<file path="config.mk">
export PLATFORM = sky130hd
export DESIGN_NAME = spq_cell
export DESIGN_NICKNAME = d
export VERILOG_FILES = /design/src/sv/spq_pkg.sv /design/src/sv/spq_cell.sv
export SDC_FILE = /design/constraint.sdc
export NUM_CORES = 1
export LEC_CHECK = 0
export BUFFER_PORTS_ARGS = -buffer_cell sky130_fd_sc_hd__buf_2
export CAP_MARGIN = 40
export CORE_AREA = 2 2 172 174
export DETAILED_ROUTE_END_ITERATION = 10
export DIE_AREA = 0 0 174 176
export GPL_ROUTABILITY_DRIVEN = 0
export MAX_ROUTING_LAYER = met4
export PLACE_DENSITY = 0.58
export RECOVER_POWER = 25
export REMOVE_ABC_BUFFERS = 1
export SLEW_MARGIN = 20
export SYNTH_ARGS = -nofsm -noshare
export SYNTH_HDL_FRONTEND = slang
export SYNTH_SLANG_ARGS = --single-unit
export TNS_END_PERCENT = 30
</file>
<file path="constraint.sdc">
create_clock -name clock -period 13.2 [get_ports clock]
set_input_delay 0.66 -clock clock [delete_from_list [all_inputs] [get_ports clock]]
set_output_delay 0.66 -clock clock [all_outputs]
set_load 0.01 [all_outputs]
</file>
<file path="src/sv/spq_pkg.sv">
// Package for the sorted priority queue: payload words, operation and status codes,
// cell commands and the links between neighboring cells. No dependencies.
package spq_pkg;

   localparam int DEPTH     = 16;
   localparam int KEY_CHARS = 8;
   localparam int CNT_W     = $clog2(DEPTH + 1);

   // Only the top KEY_CHARS bytes of a key take part in the queue.
   localparam logic [63:0] KEY_MASK = ~({64{1'b1}} >> (8 * KEY_CHARS));

   localparam logic [1:0] OP_ENQUEUE = 2'd0;
   localparam logic [1:0] OP_DEQUEUE = 2'd1;
   localparam logic [1:0] OP_CHANGE  = 2'd2;
   localparam logic [1:0] OP_CLEAR   = 2'd3;

   localparam logic [2:0] ST_OK          = 3'd0;
   localparam logic [2:0] ST_EMPTY       = 3'd1;
   localparam logic [2:0] ST_MORE_URGENT = 3'd2;
   localparam logic [2:0] ST_NOT_FOUND   = 3'd3;
   localparam logic [2:0] ST_FULL        = 3'd4;

   localparam logic [2:0] CELL_HOLD   = 3'd0;
   localparam logic [2:0] CELL_INSERT = 3'd1;
   localparam logic [2:0] CELL_SHIFT  = 3'd2;
   localparam logic [2:0] CELL_REMOVE = 3'd3;
   localparam logic [2:0] CELL_CLEAR  = 3'd4;

   typedef struct packed {
      logic [1:0]         op;
      logic [63:0]        item_key;
      logic signed [15:0] item_priority;
   } req_word_type;

   typedef struct packed {
      logic [2:0]         status;
      logic [63:0]        removed_key;
      logic [63:0]        head_key;
      logic signed [15:0] head_priority;
      logic [4:0]         entry_count;
   } rsp_word_type;

   // Command broadcast to every cell.
   typedef struct packed {
      logic [2:0]         cmd;
      logic [63:0]        key;
      logic signed [15:0] pri;
   } cell_ctl_type;

   // What a cell hands to its right neighbor.
   typedef struct packed {
      logic [63:0]        key;
      logic signed [15:0] pri;
      logic               valid;
      logic               less;
      logic               found;
      logic signed [15:0] mpri;
   } cell_link_type;

   // What a cell hands to its left neighbor.
   typedef struct packed {
      logic [63:0]        key;
      logic signed [15:0] pri;
      logic               valid;
   } cell_data_type;

endpackage

</file>
<file path="src/sv/spq_cell.sv">
// One slot of the sorted queue: holds an entry and moves data to or from its neighbors.
// Depends on spq_pkg.
module spq_cell (
   input  logic                  clock,
   input  logic                  reset,
   input  spq_pkg::cell_ctl_type  ctl,
   input  spq_pkg::cell_link_type link_in,
   input  spq_pkg::cell_data_type right_in,
   output spq_pkg::cell_link_type link_out,
   output spq_pkg::cell_data_type data_out
);
   import spq_pkg::*;

   logic [63:0]        key_ff, key_in;
   logic signed [15:0] pri_ff, pri_in;
   logic               valid_ff, valid_in;
   logic               less;
   logic               hit;

   always_comb begin
      less = valid_ff && (($signed(ctl.pri) < $signed(pri_ff)) ||
                          ((ctl.pri == pri_ff) && (ctl.key < key_ff)));
      hit  = valid_ff && (key_ff == ctl.key);

      link_out.key   = key_ff;
      link_out.pri   = pri_ff;
      link_out.valid = valid_ff;
      link_out.less  = less;
      link_out.found = link_in.found | hit;
      link_out.mpri  = link_in.found ? link_in.mpri : pri_ff;

      data_out.key   = key_ff;
      data_out.pri   = pri_ff;
      data_out.valid = valid_ff;

      key_in   = key_ff;
      pri_in   = pri_ff;
      valid_in = valid_ff;
      case (ctl.cmd)
         CELL_INSERT: begin
            // The new entry lands where the ripple starts; cells behind it move right.
            if (less || (!valid_ff && link_in.valid)) begin
               valid_in = 1'b1;
               if (link_in.less) begin
                  key_in = link_in.key;
                  pri_in = link_in.pri;
               end else begin
                  key_in = ctl.key;
                  pri_in = ctl.pri;
               end
            end
         end
         CELL_SHIFT: begin
            key_in   = right_in.key;
            pri_in   = right_in.pri;
            valid_in = right_in.valid;
         end
         CELL_REMOVE: begin
            // The first matching cell and all behind it close the gap.
            if (link_out.found) begin
               key_in   = right_in.key;
               pri_in   = right_in.pri;
               valid_in = right_in.valid;
            end
         end
         CELL_CLEAR: begin
            valid_in = 1'b0;
         end
         default: begin
         end
      endcase
   end

   always_ff @(posedge clock) begin
      key_ff <= key_in;
      pri_ff <= pri_in;
      if (reset) begin
         valid_ff <= 1'b0;
      end else begin
         valid_ff <= valid_in;
      end
   end

endmodule

</file>
==> results of run 1 <==
state kept, by name (all words and copies together) (netlist names):
signal	flops
key_ff	64
pri_ff	16
valid_ff	1
worst max-delay path, cell delays in order, from the launching register on:
cell,delay [ns]
edfxtp_1,0.44
inv_1,0.07
ha_1,0.29
nand4_1,0.21
nor4_2,0.55
nand4_1,0.32
o21ba_1,0.28
a31oi_1,0.24
nand3_1,0.23
o21ai_4,0.43
buf_4,0.48
buf_12,0.28
placed cells by master, fill, tap and decap left out, drive strengths merged, types with 2 or more instances in the layout:
master and count:
a211oi 4, a21o 3, a21oi 33, a31oi 2, buf 364, clkbuf 94, clkinvlp 2, diode 2
edfxtp 80, ha 80, inv 87, mux2 2, mux2i 81, nand2 119, nand3 7, nand4 14
nor2 7, nor2b 3, nor3 4, nor4 3, o21a 3, o21ai 107, o21bai 3
per-stage QoR:
stage,hold slack (ns),total power (W),std cells,area [µm²]
2_1_floorplan,0.613,0.000443,655,6200
6_report,0.562,0.000821,1506,9180
3_3_place_gp,0.711,0.000563,1487,8960
4_1_cts,0.542,0.000843,1504,9280
3_5_place_dp,0.701,0.000566,1488,8980
5_1_grt,0.555,0.000870,1506,9180
synth_stat cells:
cell type  number
a21o_1          3
a21boi_0        1
o21ba_1         1
o311a_1         1
nor4_2          1
o21ai_0       106
a221oi_1        1
a2bb2oi_1       1
nor2b_1         3
inv_1          84
and3b_1         1
a311oi_1        1
a211oi_1        4
edfxtp_1       80
o21ai_1         1
clkbuf_1       30
nand3_1         7
or3_4           1
o2111ai_1       1
mux2_1          1
nor2_1          7
a2111oi_0       1
dfxtp_1         1
o21bai_1        3
o31a_1          1
mux2_2          1
o41a_1          1
o21a_1          3
mux2i_1        81
nor3_4          1
nand2_8         1
nand2_1       118
buf_4          83
or2b_1          1
ha_1           80
a21oi_1        33
a31oi_1         2
o22ai_1         1
nor3_1          3
nand4_1        14
a22oi_1         1
nor4_1          2
routing by layer:
metal / track usage (%) / up-vias
li1: - / 3299
met5: - / -
met2: 28.5 / 281
met1: 18.2 / 2974
met3: 2.67 / 14
met4: 3.89 / 0
layout make-up:
type | count | area [µm²]
Clock inverter | 7 | 76.3
Tap cell | 384 | 480
Antenna cell | 2 | 5.00
Clock buffer | 9 | 225
Inverter | 84 | 315
Multi-Input combinational cell | 490 | 3480
Fill cell | 3089 | 19400
Sequential cell | 81 | 2420
Timing Repair Buffer | 449 | 2170
power by group through the flow:
stage,clock (W),sequential [W],combinational (W)
2_1_floorplan,0,0.000348,0.0000950
3_3_place_gp,0,0.000332,0.000231
3_5_place_dp,0,0.000332,0.000234
4_1_cts,0.000282,0.000326,0.000235
5_1_grt,0.000287,0.000329,0.000254
6_report,0.000268,0.000326,0.000226
how the worst max path moves through the flow:
stage	end	slack, ns	cells past startpoint
after global routing	key_ff[14]	8.65	11
after detailed placement	key_ff[6]	8.57	11
after global placement	key_ff[7]	8.50	10
final	pri_ff[10]	9.01	11
after floorplan	key_ff[0]	6.86	8
after CTS	key_ff[14]	8.85	11
cells by family after synthesis:
kind of cell	after synthesis	share of synthesized area, %
buffers and inverters	197	15.1
AO/OA/AOI/OAI	167	13.2
adder cells (fa/ha/maj)	80	14.4
multiplexers	83	12.0
flip-flops	81	34.9
AND/OR/NAND/NOR	160	10.3
==> flow_summary.ini, run 1 <==
[run_status]
outcome = finished, final reports clean

[setup_path]
worst-path-max-fanout = 37
r2r-start = key_ff[62]
rr_worst_depth = 11
r2r_end = pri_ff[10]
cp-start-kind = flop
worstPathArrival_ns = 4.22
required_ns = 13.23
path_class = reg2reg
startpoint = key_ff[62]
cp-end-kind = flop
regToRegSetupSlack_ns = 9.01

[global_route]
overflow = 0
grt_max_degree = 83
grt_pass1_wl_mm = 35.6
grt_pass1_vias = 6209
grt_antenna_before_repair = 2
grt_util_all_layers_pct = 15.8

[clocking]
clock_latency_ns = 0.35
cts_setup_buffers = 0
clockBufferDepth = 2
root_buffer = clkbuf_16
h-tree-depth = 3
ctsResizeCount = 0
path_clk_slew_ns = 0.07
clock_sinks = 81
cts_hold_buf = 0
cts_buffers = 9
cts_tree = built

[power]
leakagePower_nw = 4.51
ir_drop_mv = 0.0349
cellPowerDensity_mw_per_mm2 = 89.4
seqPwrFrac_pct = 39.8
p_clk_share_pct = 32.7
switching_share_pct = 32.2
switchingPower_w = 0.000264
p_int_w = 0.000557
comb_power_share_pct = 27.6

[logic_synthesis]
syn-cell-area_mm2 = 0.00694
yosysTopAreaCell = edfxtp_1
seq_area_frac_synth_pct = 34.9
postSynthCellCount = 768
ys_ff_latch = 81
synth_top_area_share_pct = 34.6
ys_warn_count = 0
synth.area.top_cells = edfxtp_1 35%, ha_1 14%, mux2i_1 12%
synth_area_per_cell_um2 = 9.03
synth_cell_type_count = 42

[placement]
pre_cts_ws_ns = 8.57
dpl.hpwl_mm = 20.5
io_buffers = 444

[floorplanning]
fp.dieH_um = 176
dieArea_mm2 = 0.0306
initial_core_util_pct = 24.3
io_pins = 445
core_mm2 = 0.0285
die_w_um = 174
core.rowCount = 62

[drt]
vias = 6568
top_layer = met4
met2_wirelength_mm = 12.8
drt_iter0_markers = 219
drt-pass1-iter-count = 6
drc = 0
antenna_left = 0
wl_met1_mm = 9.96
dr_wl_met3_mm = 1.46
viasPerCell = 4.36
wl_per_cell_um = 16.3
wl_mm = 24.5

[timing]
fin_crit_ns = 4.19
setup_ws_ns = 9.01
slew_violations = 0
finalSetupTns_ns = 0
hold_viol = 0
max-slew-margin-rel_pct = 48.0
skew_ns = 0.0128
max_freq_mhz = 238
tightest_slew_ns = 0.781
finalSetupViolations = 0
rsz0062_at_grt = no
fin_crit_sh_pct = 31.8

[finish]
fin_util_pct = 32.1
final_nets = 1460
area_delta_synth_final_pct = 32.3
drive_gt1_share_pct = 34.6

[worst_hold_path]
hold_end = valid_ff
hold_start = reset
worstHoldPathType = in2reg
hold_depth = 3

[flow_run]
drv_cap = 0
Note: power is estimated with default switching activity, not from simulation.
==> run 2: changes to the inputs <==
--- a/config.mk
+++ b/config.mk
@@ -5,14 +5,15 @@
 export SDC_FILE = /design/constraint.sdc
 export NUM_CORES = 1
 export LEC_CHECK = 0
+export ABC_AREA = 1
 export BUFFER_PORTS_ARGS = -buffer_cell sky130_fd_sc_hd__buf_2
 export CAP_MARGIN = 40
-export CORE_AREA = 2 2 172 174
+export CORE_AREA = 2 2 174 176
 export DETAILED_ROUTE_END_ITERATION = 10
-export DIE_AREA = 0 0 174 176
+export DIE_AREA = 0 0 176 178
 export GPL_ROUTABILITY_DRIVEN = 0
 export MAX_ROUTING_LAYER = met4
-export PLACE_DENSITY = 0.58
+export PLACE_DENSITY = 0.57
 export RECOVER_POWER = 25
 export REMOVE_ABC_BUFFERS = 1
 export SLEW_MARGIN = 20
==> constraint.sdc (replaced) <==
create_clock -name clock -period 4.1 [get_ports clock]
set_input_delay 0.205 -clock clock [delete_from_list [all_inputs] [get_ports clock]]
set_output_delay 0.205 -clock clock [all_outputs]
set_load 0.01 [all_outputs]
==> flow_summary.ini, run 2 <==
[finish]
top_regs = key_ff (64), pri_ff (16), valid_ff (1)
n_fill_cell = 3264
design_area_mm2 = 0.00927
area_delta_synth_final_pct = 31.6
largest_reg_flops = 64
drive_gt1_share_pct = 31.1
final_nets = 1617
top_register = key_ff
fin_util_pct = 31.5
layout_commonest_cell = buf_2
mostFrequentLayoutCells = 358 x buf_2, 263 x nand2_1, 101 x nor2_1

[global_route]
grt_max_degree = 93
grt_pass1_vias = 7178
grt_pass1_wl_mm = 38.4
grt_util_all_layers_pct = 16.6
overflow = 0
grt_antenna_before_repair = 1

[clocking]
cts_setup_buffers = 0
cts_tree = built
root_buffer = clkbuf_16
clock_latency_ns = 0.35
h-tree-depth = 3
clockBufferDepth = 2
clock_sinks = 81
ctsResizeCount = 0
cts_buffers = 9
cts_hold_buf = 0
path_clk_slew_ns = 0.07

[logic_synthesis]
ys_ff_latch = 81
synthArstFlopShare_pct = 0
ys_warn_count = 0
synthTopCellsByCount = 264 x nand2_1, 101 x nor2_1, 100 x inv_1
seq_area_frac_synth_pct = 34.4
synth.area.top_cells = edfxtp_1 34%, ha_1 14%, nand2_1 14%
syn-cell-area_mm2 = 0.00705
synth_ff_type = edfxtp_1
synth_top_area_share_pct = 34.1
postSynthCellCount = 933
yosysTopAreaCell = edfxtp_1
synth-edff-count = 80
synth_area_per_cell_um2 = 7.55
synth_cell_type_count = 33
yosysMostFrequentCell = nand2_1

[placement]
io_buffers = 444
pre_cts_ws_ns = 0.986
dpl.hpwl_mm = 21.0
dpl_cell_area_mm2 = 0.00907

[floorplanning]
core_mm2 = 0.0294
initial_core_util_pct = 24.0
core.rowCount = 63
die_w_um = 176
fp.dieH_um = 178
dieArea_mm2 = 0.0313
io_pins = 445

[drt]
drc = 0
wl_per_cell_um = 15.9
viasPerCell = 4.46
antenna_left = 0
wl_mm = 26.4
drt-pass1-iter-count = 5
vias = 7433
drt_iter0_markers = 351

[power]
ir_drop_mv = 0.126
cellPowerDensity_mw_per_mm2 = 293
leakagePower_nw = 4.73

[setup_path]
worst-path-max-fanout = 80
cp_slowest_cell = buf_12
r2r_end = pri_ff[2]
cpPeakStageDelay_ns = 0.43
endpoint = pri_ff[2]
cp-start-kind = flop
cp_common_cell = nand2_1
path_class = reg2reg
required_ns = 4.08
rr_worst_depth = 15
worstPathArrival_ns = 3.07
r2r-start = pri_ff[3]
cp-end-kind = flop
worstPathCellList = inv_1, ha_1, nand3_1, nor3_1, nand2_1, nor2_2, nand2_1, a21oi_2, nand2_1, nand2_1, nand2_2, nand2_1, nand2_1, a21boi_4, buf_12
startpoint = pri_ff[3]
regToRegSetupSlack_ns = 1.02

[timing]
slew_violations = 0
max-slew-margin-rel_pct = 51.1
hold_viol = 0
setup_ws_ns = 1.02
finalSetupViolations = 0
skew_ns = 0.0134
tightest_slew_ns = 0.733
fin_crit_sh_pct = 75.2
rsz0062_at_grt = no
hold_ws_ns = 0.0965
max_freq_mhz = 324
fin_crit_ns = 3.08

[flow_run]
drv_cap = 0

[worst_hold_path]
hold_start = reset
worstHoldPathType = in2reg

[run_status]
outcome = finished, final reports clean
run 2: worst max-delay path, delay by kind of cell, from the launching register on:
family	cells	cell delay, ns
simple gates	10	1.12
buf+inv	2	0.50
flops	1	0.39
fa+ha+maj	1	0.37
compound gates	2	0.29
run 2: worst min-delay path by stage:
stage                     endpoint  slack [ns]  cells after the start
after floorplan           valid_ff        0.35                      3
after CTS                 valid_ff        0.08                      4
after global placement    valid_ff        0.46                      4
final                     valid_ff         0.1                      4
after global routing      valid_ff        0.09                      4
after detailed placement  valid_ff        0.46                      4
run 2: final cells by class:
cell class / instances / area, µm² / share of cell area (%)
flip-flops and latches: 81 / 2420 / 26.1
clock buffers: 9 / 225 / 2.43
inverters: 107 / 403 / 4.34
repair buffers: 449 / 2180 / 23.5
diodes: 1 / 2.50 / 0.0270
multi-input cells: 624 / 3470 / 37.4
clock inverters: 6 / 83.8 / 0.904
well taps: 390 / 488 / 5.26
run 2: logic make-up (layout without fill, tap and decap cells):
group,Yosys count,count (layout),share of synthesized area (%)
simple gates,396,396,22.2
flops,81,81,34.4
buf+inv,228,571,16.7
other cells,0,1,0
fa+ha+maj,80,80,14.2
compound gates,148,148,12.5
run 2: stage by stage:
stage                     instances  TNS, ns  total power [W]
after detailed placement       1651        0          0.00184
final                          1667        0          0.00271
after global routing           1667        0          0.00288
after global placement         1651        0          0.00183
after floorplan                 812  -277.15          0.00144
after CTS                      1666        0          0.00278
run 2: routing by layer:
metal	GRT usage [%]	vias to the layer above	routed length [µm]	part of all wire (%)
met4	5.58	0	631	2.4
li1	-	3686	-	-
met2	29.9	323	13400	51
met1	18.5	3389	10600	40
met3	2.92	35	1800	6.8
met5	-	-	0	0
run 2: report_power, final:
part           internal (W)  switching, W  total [W]
Sequential         0.000993     0.0000500    0.00104
Combinational      0.000311      0.000447   0.000758
Clock              0.000529      0.000384   0.000913
==> run 3: changes to the inputs <==
==> constraint.sdc (replaced) <==
create_clock -name clock -period 3 [get_ports clock]
set_input_delay 0.15 -clock clock [delete_from_list [all_inputs] [get_ports clock]]
set_output_delay 0.15 -clock clock [all_outputs]
set_load 0.01 [all_outputs]
==> flow_summary.ini, run 3 (synthesis gave the netlist of run 2 again) <==
[finish]
fin_util_pct = 32.1
drive_gt1_share_pct = 32.4
layout_commonest_cell = buf_2
top_register = key_ff
design_area_mm2 = 0.00945
top_regs = key_ff (64), pri_ff (16), valid_ff (1)
mostFrequentLayoutCells = 364 x buf_2, 263 x nand2_1, 101 x nor2_1
largest_reg_flops = 64
final_nets = 1630
area_delta_synth_final_pct = 34.2

[clocking]
root_buffer = clkbuf_16
clockBufferDepth = 2
cts_buffers = 9
clock_latency_ns = 0.35
path_clk_slew_ns = 0.08
cts_tree = built
clock_sinks = 81
cts_hold_buf = 0
h-tree-depth = 3

[global_route]
overflow = 0
grt_max_degree = 69
grt_pass1_vias = 7010
grt_antenna_before_repair = 0
grt_pass1_wl_mm = 37.8
grt_util_all_layers_pct = 16.3

[timing]
fin_crit_sh_pct = 92.3
hold_viol = 0
finalSetupViolations = 0
fin_crit_ns = 2.77
skew_ns = 0.0176
max-slew-margin-rel_pct = 29.9
tightest_slew_ns = 1.05
hold_ws_ns = 0.0376
max_freq_mhz = 361
slew_violations = 0
finalSetupTns_ns = 0
rsz0062_at_grt = no
setup_ws_ns = 0.231

[setup_path]
worstPathArrival_ns = 2.82
cp_num_buf_inv = 3
cp-end-kind = flop
required_ns = 3.05
cpPeakStageDelay_ns = 0.41
worstPathCellList = inv_1, ha_1, a21oi_1, o21ai_0, nand2_1, nand2_1, a21oi_1, nand2_1, nand2_1, nand2_1, nand2_1, nand2_2, nand2_1, nand2_1, a21boi_4, buf_12, clkbuf_16
cp_slowest_cell = edfxtp_1
crit_family = compound AO/OA/AOI/OAI gates
cp-start-kind = flop
path_class = reg2reg
worst-path-max-fanout = 18
cp_common_cell = nand2_1

[floorplanning]
dieArea_mm2 = 0.0313
io_pins = 445
core.rowCount = 63
initial_core_util_pct = 24.0
fp.dieH_um = 178
die_w_um = 176
core_mm2 = 0.0294

[flow_run]
drv_cap = 0

[placement]
pre_cts_ws_ns = 0.0729
dpl.hpwl_mm = 21.4
io_buffers = 444
dpl_cell_area_mm2 = 0.00917

[drt]
wl_per_cell_um = 15.8
drt-pass1-iter-count = 5
drt_iter0_markers = 263
viasPerCell = 4.41
wl_mm = 26.6
drc = 0
antenna_left = 0
vias = 7417

[run_status]
outcome = finished, final reports clean

[worst_hold_path]
worstHoldPathType = in2reg

[power]
leakagePower_nw = 4.82
cellPowerDensity_mw_per_mm2 = 388
ir_drop_mv = 0.276
==> run 3: area by class of cell <==
cell class | count | area (µm²)
Fill cell | 3256 | 20000
Multi-Input combinational cell | 624 | 3480
Sequential cell | 81 | 2420
Timing Repair Buffer | 462 | 2350
Tap cell | 390 | 488
Inverter | 107 | 403
Clock buffer | 9 | 225
Clock inverter | 7 | 71.3
Antenna cell | 1 | 2.50
==> run 3: power by group <==
part	internal [W]	leakage [nW]	switching, W
sequential	0.00136	0.761	0.0000641
combinational	0.000454	3.92	0.000622
clock	0.000646	0.139	0.000525
total	0.00246	4.82	0.00121
==> run 3: worst paths after layout <==
kind                                 start        end  slack, ns  depth (start not counted)
worst max-delay path            key_ff[27]  pri_ff[1]       0.23                         17
worst min-delay path                 reset   valid_ff       0.04                          4
worst max register to register  key_ff[27]  pri_ff[1]       0.23                         17
worst min register to register    valid_ff   valid_ff       0.72                          5
==> run 3: stage by stage <==
step / std cells / total power (W)
5_1_grt: 1680 / 0.00391
3_5_place_dp: 1661 / 0.00253
4_1_cts: 1677 / 0.00373
2_1_floorplan: 812 / 0.00197
6_report: 1681 / 0.00367
3_3_place_gp: 1661 / 0.00252
==> run 3: metal layers <==
layer | share of wire [%] | global-route usage, % | vias up
li1 | - | - | 3707
met1 | 41 | 18.4 | 3378
met2 | 51 | 29.7 | 313
met3 | 6.9 | 3.28 | 19
met4 | 1.5 | 4.03 | 0
met5 | 0 | - | -
==> run 3: what timing repair did <==
item | 4_1_cts | 5_1_grt
buffers inserted | 0 | 1
resized for setup | 0 | 2
setup endpoints to repair | 0 | 81
==> run 3: worst min-delay path, delay by kind of cell <==
family / cells / cell delay (ns)
buffers and inverters: 2 / 0.11
AND/OR/NAND/NOR: 2 / 0.09
